[config.mk]
export PLATFORM = sky130hd
export DESIGN_NAME = acq_frame_receiver_top
export DESIGN_NICKNAME = d
export VERILOG_FILES = /design/src/sv/acqfr_pkg.sv /design/src/sv/acq_frame_receiver_top.sv
export SDC_FILE = /design/constraint.sdc
export NUM_CORES = 2
export LEC_CHECK = 0
export ABC_CLOCK_PERIOD_IN_PS = 15600
export BUFFER_PORTS_ARGS = -buffer_cell sky130_fd_sc_hd__buf_2
export CAP_MARGIN = 10
export CORE_MARGIN = 2
export CORE_UTILIZATION = 52
export DETAILED_ROUTE_END_ITERATION = 7
export HOLD_SLACK_MARGIN = 0.08
export PLACE_DENSITY = 0.74
export SETUP_SLACK_MARGIN = 0.05
export SLEW_MARGIN = 20
export SYNTH_ARGS = -nofsm -noshare
export SYNTH_HDL_FRONTEND = slang
export SYNTH_SLANG_ARGS = --single-unit
[constraint.sdc]
create_clock -name clock -period 15.6 [get_ports clock]
set_input_delay 3.12 -clock clock [delete_from_list [all_inputs] [get_ports clock]]
set_output_delay 3.12 -clock clock [all_outputs]
set_load 0.02 [all_outputs]
[src/sv/acqfr_pkg.sv]
`timescale 1ns / 1ps
// ----------------------------------------------------------------------------
// Acquisition frame receiver package
// Shared constants, result record type and sample scaling function.
// ----------------------------------------------------------------------------
package acqfr_pkg;

   localparam int MaxDatagramBytesDefault = 16384;

   localparam int WordW    = 64;
   localparam int BytesW   = 15;
   localparam int PosW     = 12;
   localparam int SampleW  = 16;
   localparam int SpcW     = 12;
   localparam int DecW     = 8;
   localparam int ReqDataW = 80;
   localparam int RspDataW = 312;

   localparam logic [31:0]     FrameMagic  = 32'h5250_4143;
   localparam logic [35:0]     HeaderBytes = 36'd32;
   localparam logic [PosW-1:0] PosMax      = 12'hFFF;
   localparam logic [PosW-1:0] PosMagic    = 12'd0;
   localparam logic [PosW-1:0] PosSeq      = 12'd1;
   localparam logic [PosW-1:0] PosTime     = 12'd2;
   localparam logic [PosW-1:0] PosCount    = 12'd3;
   localparam logic [PosW-1:0] PosPayload  = 12'd4;

   localparam logic KindHeader = 1'b0;
   localparam logic KindPair   = 1'b1;

   typedef struct packed {
      logic                      kind;
      logic [WordW-1:0]          frame_seq;
      logic [WordW-1:0]          frame_time;
      logic [SpcW-1:0]           samples_per_channel;
      logic [DecW-1:0]           decimation_log;
      logic [WordW-1:0]          fabric_drop_total;
      logic [WordW-1:0]          network_drop_total;
      logic signed [SampleW-1:0] sample_first;
      logic signed [SampleW-1:0] sample_second;
      logic                      last_pair;
   } rsp_fields_type;

   function automatic logic [SampleW-1:0] to_q15(input logic [SampleW-1:0] raw,
                                                 input logic bypass);
      logic [SampleW-1:0] res;
      res = raw;
      if (bypass) begin
         if (raw[15:13] == 3'b000 || raw[15:13] == 3'b111) begin
            res = {raw[13:0], 2'b00};
         end else if (raw[15]) begin
            res = 16'h8000;
         end else begin
            res = 16'h7FFF;
         end
      end
      return res;
   endfunction

endpackage

[src/sv/acq_frame_receiver_top.sv]
`timescale 1ns / 1ps
// ----------------------------------------------------------------------------
// Acquisition frame receiver
// Parses datagram headers, splits sequence drops and emits channel samples.
// ----------------------------------------------------------------------------
// One datagram word enters per cycle and passes through an input register and
// a result register, and the block sustains one item per cycle whenever the
// result side is ready. The fourth word of an accepted frame yields a header
// summary (kind 0) with updated drop totals; each payload word then yields one
// pair of samples (kind 1) of the channel chosen by csr_data. Words that fail
// validation yield nothing.
// ----------------------------------------------------------------------------
module acq_frame_receiver_top #(
   parameter int MAX_DATAGRAM_BYTES = acqfr_pkg::MaxDatagramBytesDefault
) (
   input  logic                            clock,
   input  logic                            reset,
   input  logic                            req_tvalid,
   output logic                            req_tready,
   // data_word [63:0], datagram_bytes [78:64], zero pad [79]
   input  logic [acqfr_pkg::ReqDataW-1:0]  req_tdata,
   input  logic                            req_tlast,
   output logic                            rsp_tvalid,
   input  logic                            rsp_tready,
   // frame_seq [63:0], frame_time [127:64], samples_per_channel [139:128],
   // decimation_log [147:140], fabric_drop_total [211:148],
   // network_drop_total [275:212], sample_first [291:276],
   // sample_second [307:292], zero pad [311:308]
   output logic [acqfr_pkg::RspDataW-1:0]  rsp_tdata,
   // kind [0]
   output logic                            rsp_tuser,
   output logic                            rsp_tlast,
   input  logic                            csr_valid,
   output logic                            csr_ready,
   input  logic [0:0]                      csr_data
);
   import acqfr_pkg::*;

   localparam logic [31:0] MaxBytes = 32'(MAX_DATAGRAM_BYTES);
   localparam logic [31:0] MaxWords = 32'(MAX_DATAGRAM_BYTES / 8);

   logic                 chan_ff;

   logic                 in_valid_ff;
   logic [WordW-1:0]     in_word_ff;
   logic [BytesW-1:0]    in_bytes_ff;
   logic                 in_last_ff;

   logic [PosW-1:0]      pos_ff, pos_in;
   logic                 acc_ff, acc_in;
   logic [DecW-1:0]      dec_ff, dec_in;
   logic [31:0]          pw_ff, pw_in;
   logic [WordW-1:0]     seq_ff, seq_in;
   logic [WordW-1:0]     time_ff, time_in;
   logic [WordW-1:0]     prev_seq_ff, prev_seq_in;
   logic [31:0]          prev_dc_ff, prev_dc_in;
   logic                 seen_ff, seen_in;
   logic [WordW-1:0]     fab_tot_ff, fab_tot_in;
   logic [WordW-1:0]     net_tot_ff, net_tot_in;
   logic                 gt_ff, gt_in;
   logic                 eq_ff, eq_in;
   logic [WordW-1:0]     gap_ff, gap_in;

   logic                 rsp_valid_ff;
   rsp_fields_type       rsp_ff, rsp_in;

   logic                 out_free;
   logic                 proc;
   logic                 emit;

   logic [31:0]          dc;
   logic [31:0]          fab_raw;
   logic [WordW-1:0]     fab;
   logic [BytesW-1:0]    avail;
   logic [35:0]          need;
   logic [PosW-1:0]      k;
   logic                 bypass;

   assign out_free   = !rsp_valid_ff || rsp_tready;
   assign proc       = in_valid_ff && out_free;
   assign req_tready = !in_valid_ff || out_free;
   assign csr_ready  = 1'b1;

   assign dc      = in_word_ff[31:0];
   assign fab_raw = (dc > prev_dc_ff) ? dc - prev_dc_ff : 32'd0;
   assign fab     = (gap_ff > {32'd0, fab_raw}) ? {32'd0, fab_raw} : gap_ff;
   assign avail   = ({17'd0, in_bytes_ff} < MaxBytes) ? in_bytes_ff : BytesW'(MaxBytes);
   assign need    = {1'b0, in_word_ff[63:32], 3'b000} + HeaderBytes;
   assign k       = pos_ff - PosPayload;
   assign bypass  = (dec_ff == '0);

   always_comb begin
      pos_in      = pos_ff;
      acc_in      = acc_ff;
      dec_in      = dec_ff;
      pw_in       = pw_ff;
      seq_in      = seq_ff;
      time_in     = time_ff;
      prev_seq_in = prev_seq_ff;
      prev_dc_in  = prev_dc_ff;
      seen_in     = seen_ff;
      fab_tot_in  = fab_tot_ff;
      net_tot_in  = net_tot_ff;
      gt_in       = gt_ff;
      eq_in       = eq_ff;
      gap_in      = gap_ff;
      emit        = 1'b0;
      rsp_in      = '0;
      if (proc) begin
         if (pos_ff == PosMagic) begin
            acc_in = (in_word_ff[31:0] == FrameMagic);
            dec_in = in_word_ff[55:48];
         end else if (pos_ff == PosSeq) begin
            seq_in = in_word_ff;
         end else if (pos_ff == PosTime) begin
            time_in = in_word_ff;
            gt_in   = $signed(seq_ff) > $signed(prev_seq_ff);
            eq_in   = (seq_ff == prev_seq_ff);
            gap_in  = seq_ff - prev_seq_ff - 64'd1;
         end else if (pos_ff == PosCount) begin
            pw_in = in_word_ff[63:32];
            if (acc_ff && in_word_ff[63:32] != '0 && {21'd0, avail} >= need) begin
               if (!seen_ff) begin
                  seen_in     = 1'b1;
                  prev_seq_in = seq_ff;
                  prev_dc_in  = dc;
               end else if (gt_ff) begin
                  fab_tot_in  = fab_tot_ff + fab;
                  net_tot_in  = net_tot_ff + (gap_ff - fab);
                  prev_seq_in = seq_ff;
                  prev_dc_in  = dc;
               end else if (!eq_ff) begin
                  prev_seq_in = seq_ff;
                  prev_dc_in  = dc;
               end
               emit                       = 1'b1;
               rsp_in.kind                = KindHeader;
               rsp_in.frame_seq           = seq_ff;
               rsp_in.frame_time          = time_ff;
               rsp_in.samples_per_channel = {in_word_ff[42:32], 1'b0};
               rsp_in.decimation_log      = dec_ff;
               rsp_in.fabric_drop_total   = fab_tot_in;
               rsp_in.network_drop_total  = net_tot_in;
            end else begin
               acc_in = 1'b0;
            end
         end else if (acc_ff) begin
            if ({20'd0, k} < pw_ff && {20'd0, pos_ff} < MaxWords) begin
               emit               = 1'b1;
               rsp_in.kind        = KindPair;
               rsp_in.sample_first  = to_q15(chan_ff ? in_word_ff[31:16] : in_word_ff[15:0],
                                             bypass);
               rsp_in.sample_second = to_q15(chan_ff ? in_word_ff[63:48] : in_word_ff[47:32],
                                             bypass);
               rsp_in.last_pair   = ({20'd0, k} + 32'd1 == pw_ff);
            end
         end
         if (in_last_ff) begin
            pos_in = '0;
            acc_in = 1'b0;
         end else if (pos_ff != PosMax) begin
            pos_in = pos_ff + 12'd1;
         end
      end
   end

   always_ff @(posedge clock) begin
      if (reset) begin
         chan_ff      <= 1'b0;
         in_valid_ff  <= 1'b0;
         rsp_valid_ff <= 1'b0;
         pos_ff       <= '0;
         acc_ff       <= 1'b0;
         dec_ff       <= '0;
         pw_ff        <= '0;
         seq_ff       <= '0;
         time_ff      <= '0;
         prev_seq_ff  <= '0;
         prev_dc_ff   <= '0;
         seen_ff      <= 1'b0;
         fab_tot_ff   <= '0;
         net_tot_ff   <= '0;
         gt_ff        <= 1'b0;
         eq_ff        <= 1'b0;
         gap_ff       <= '0;
      end else begin
         if (csr_valid && csr_ready) begin
            chan_ff <= csr_data[0];
         end
         if (req_tvalid && req_tready) begin
            in_valid_ff <= 1'b1;
         end else if (proc) begin
            in_valid_ff <= 1'b0;
         end
         if (out_free) begin
            rsp_valid_ff <= emit;
         end
         pos_ff      <= pos_in;
         acc_ff      <= acc_in;
         dec_ff      <= dec_in;
         pw_ff       <= pw_in;
         seq_ff      <= seq_in;
         time_ff     <= time_in;
         prev_seq_ff <= prev_seq_in;
         prev_dc_ff  <= prev_dc_in;
         seen_ff     <= seen_in;
         fab_tot_ff  <= fab_tot_in;
         net_tot_ff  <= net_tot_in;
         gt_ff       <= gt_in;
         eq_ff       <= eq_in;
         gap_ff      <= gap_in;
      end
   end

   always_ff @(posedge clock) begin
      if (req_tvalid && req_tready) begin
         in_word_ff  <= req_tdata[63:0];
         in_bytes_ff <= req_tdata[78:64];
         in_last_ff  <= req_tlast;
      end
      if (emit) begin
         rsp_ff <= rsp_in;
      end
   end

   assign rsp_tvalid = rsp_valid_ff;
   assign rsp_tuser  = rsp_ff.kind;
   assign rsp_tlast  = rsp_ff.last_pair;
   assign rsp_tdata  = {4'd0,
                        rsp_ff.sample_second,
                        rsp_ff.sample_first,
                        rsp_ff.network_drop_total,
                        rsp_ff.fabric_drop_total,
                        rsp_ff.decimation_log,
                        rsp_ff.samples_per_channel,
                        rsp_ff.frame_time,
                        rsp_ff.frame_seq};

   assert property (@(posedge clock) disable iff (reset)
      emit && rsp_in.kind == KindHeader |=> seen_ff)
      else $error("header item left drop tracking unarmed");

   assert property (@(posedge clock) disable iff (reset)
      in_valid_ff && !out_free |=> in_valid_ff && $stable(in_word_ff) && $stable(pos_ff))
      else $error("stalled item lost or state advanced");

   assert property (@(posedge clock) disable iff (reset)
      rsp_valid_ff && rsp_ff.last_pair |-> rsp_ff.kind == KindPair)
      else $error("last pair flagged on a header item");

   assert property (@(posedge clock) disable iff (reset)
      emit && rsp_in.kind == KindPair |-> acc_ff && pos_ff >= PosPayload)
      else $error("sample pair outside an accepted payload");

endmodule
==> results.cfg <==
[run_status]
status = finished, final reports clean

[floorplan]
core-area_mm2 = 0.09529
rows = 113
die_w_um = 314.3
ioPinCount = 404
die_height_um = 314.3
dieArea_mm2 = 0.09881
start_util = 0.5256

[synth]
syn_inst = 5847
ys_top_cells_by_count = nand2_1, a21oi_1, dfxtp_1
synth_top_area_cell = edfxtp_1
async_flop_share = 0
synth_ff_type = dfxtp_1
synth.top_cell.area_share = 0.2332
syn_area_mm2 = 0.05008
ys_ff_latch = 864
syn_avg_cell_area_um2 = 8.566
synthTopCellsByArea = edfxtp_1, dfxtp_1, nand2_1
synth_edf_count = 389
synth.yosys.seq_area_share = 0.4231
synth.most_common_cell = nand2_1
yosysWarnings = 0
ys_types = 87

[cts]
cts_root_buf = clkbuf_16
cts_buffers = 93
ctsHoldBuffers = 0
cts.htree.levels = 3
insertion_delay_ns = 0.70
cts_tree = yes
postCtsSetupBuffers = 0
cts_resized = 0
path_clk_slew_ns = 0.06
cts_sinks = 864
clockBufferDepth = 3

[finish]
area.growth.synth_to_final_pct = 11.87
fillCellCount = 8571
num_antenna_cells = 0
drive_above_1_share = 0.1106
layout.nets = 6527

[grt]
overflow = 0
track_usage = 0.2960
grt_start_max_net_pins = 105
grt_pass1_wl_mm = 229.3
antenna_found_initial = 1
first_global_vias = 39800

[timing]
setup_viol = 0
setup_ws_ns = 4.533
relSlewSlack = 0.2594
fmax_ghz = 0.09036
min_period_over_period = 0.7094
setup_tns_ns = 0
rsz0062_at_grt = no
fin_skew_ns = 0.04760
hold_viol = 0
period_needed_ns = 11.07
worst_pin_slew_ns = 1.111
slew_violations = 0

[worst_hold_path]
hold_start = time_ff[25]$_SDFFE_PP0P_
min_path_type = reg -> reg

[routing]
drt_iter0_markers = 3967
drcViolationCount = 0
vias_per_cell = 5.779
ant_nets = 0
vias = 42940
wirelength_mm = 150.5
detail_route.wl_per_cell_um = 20.26
drtPass1Iterations = 6

[power]
p_per_area_mw_per_mm2 = 90.62
ir_drop_mv = 0.1345
power.leakage_nw = 21.10

[placed_design]
post-place-ws_ns = 4.671
place_congestion = 0.9624
dp_hpwl_mm = 108.7
io_buffer_count = 396

[setup_path]
required_ns = 15.98
slowest_delay_ns = 0.83
end_kind = flip-flop
startpoint = in_word_ff[0]$_DFFE_PP_
timing.critical_path.fanout_max = 33
critPathArrivalTime_ns = 11.45
cpMaxStageDelayCell = a221oi_1
worstSetupPathType = reg -> reg
reg2reg_from = in_word_ff[0]$_DFFE_PP_
critPathLaunchType = flip-flop

[flow_run]
cap_violations = 0
==> registers in the layout, indices dropped and copies added, names as in the netlist, 64 cells and up <==
| register | count |
|---|---|
| seq_ff | 64 |
| fab_tot_ff | 64 |
| gap_ff | 64 |
| prev_seq_ff | 64 |
| net_tot_ff | 64 |
| in_word_ff | 64 |
| rsp_tdata | 307 |
| time_ff | 64 |
==> power by group <==
group / leakage, nW / switching (mW) / internal, mW
clock: 1.55 / 0.974 / 1.32
sequential: 6.74 / 0.0575 / 2.37
combinational: 12.8 / 0.225 / 0.128
==> worst max-delay path, delay by kind of cell, from the launching register on <==
family	cells	cell delay [ns]
buf+inv	7	1.41
flops	1	0.50
fa+ha+maj	5	1.36
compound gates	25	5.82
xor+xnor	1	0.44
mux	1	0.36
simple gates	5	0.82
==> cells in the final DEF, fill, tap and decap left out, types with 68 or more instances in the layout <==
cell type	instances
o21ai_0	176
xnor2_1	179
nand3_1	69
nand2_1	1183
a21o_1	143
nand4_1	87
and3_1	165
ha_1	289
a21oi_1	818
dfxtp_1	474
buf_2	395
conb_1	68
inv_1	374
xor2_1	73
edfxtp_1	389
clkbuf_16	94
nor2_1	287
==> metal layers <==
layer | track usage | up-vias | wire length [um]
li1 | - | 20660 | -
met1 | 0.4178 | 20370 | 66020
met2 | 0.4589 | 1699 | 67020
met3 | 0.05428 | 218 | 12950
met4 | 0.09805 | 0 | 4534
met5 | 0 | - | 0
==> path summary, 6_finish.rpt <==
| path | to | cells past startpoint | slack, ns |
|---|---|---|---|
| min | time_ff[25]$_SDFFE_PP0P_ | 2 | 0.45 |
| max reg2reg | rsp_tdata[275]$_SDFFCE_PP0P_ | 44 | 4.53 |
| min reg2reg | time_ff[25]$_SDFFE_PP0P_ | 2 | 0.45 |
| max | rsp_tdata[275]$_SDFFCE_PP0P_ | 44 | 4.53 |
==> final cells by class <==
| cell class | instances | area [um^2] | share of cell area |
|---|---|---|---|
| clock buffer | 116 | 2465 | 0.04399 |
| clock inverter | 60 | 721.9 | 0.01289 |
| timing repair buffer | 436 | 2312 | 0.04127 |
| tap | 1265 | 1583 | 0.02825 |
| sequential | 864 | 21190 | 0.3782 |
| inverter | 376 | 1411 | 0.02519 |
| multi-input combinational | 4314 | 26340 | 0.4702 |
==> cell families after synthesis <==
group / count (synthesis) / synth area share
AO/OA/AOI/OAI: 1478 / 0.1737
XOR/XNOR: 252 / 0.04407
buffers and inverters: 735 / 0.05776
other: 2 / 0.0001500
flip-flops: 864 / 0.4231
AND/OR/NAND/NOR: 2088 / 0.1872
adder cells (fa/ha/maj): 355 / 0.09858
multiplexers: 73 / 0.01544
==> metrics by stage <==
stage | instance area (um^2) | instances | util | total power [mW] | hold WS (ns)
5_1_grt | 56030 | 7431 | 0.5880 | 5.231 | 0.4644
2_1_floorplan | 50330 | 5913 | - | 2.695 | 0.4313
3_5_place_dp | 52810 | 7254 | 0.5542 | 2.819 | 0.4421
4_1_cts | 56000 | 7430 | 0.5877 | 5.102 | 0.4505
3_3_place_gp | 52810 | 7254 | 0.5542 | 2.813 | 0.4365
6_report | 56030 | 7431 | 0.5880 | 5.078 | 0.4499
(Power assumes the default switching activity.)
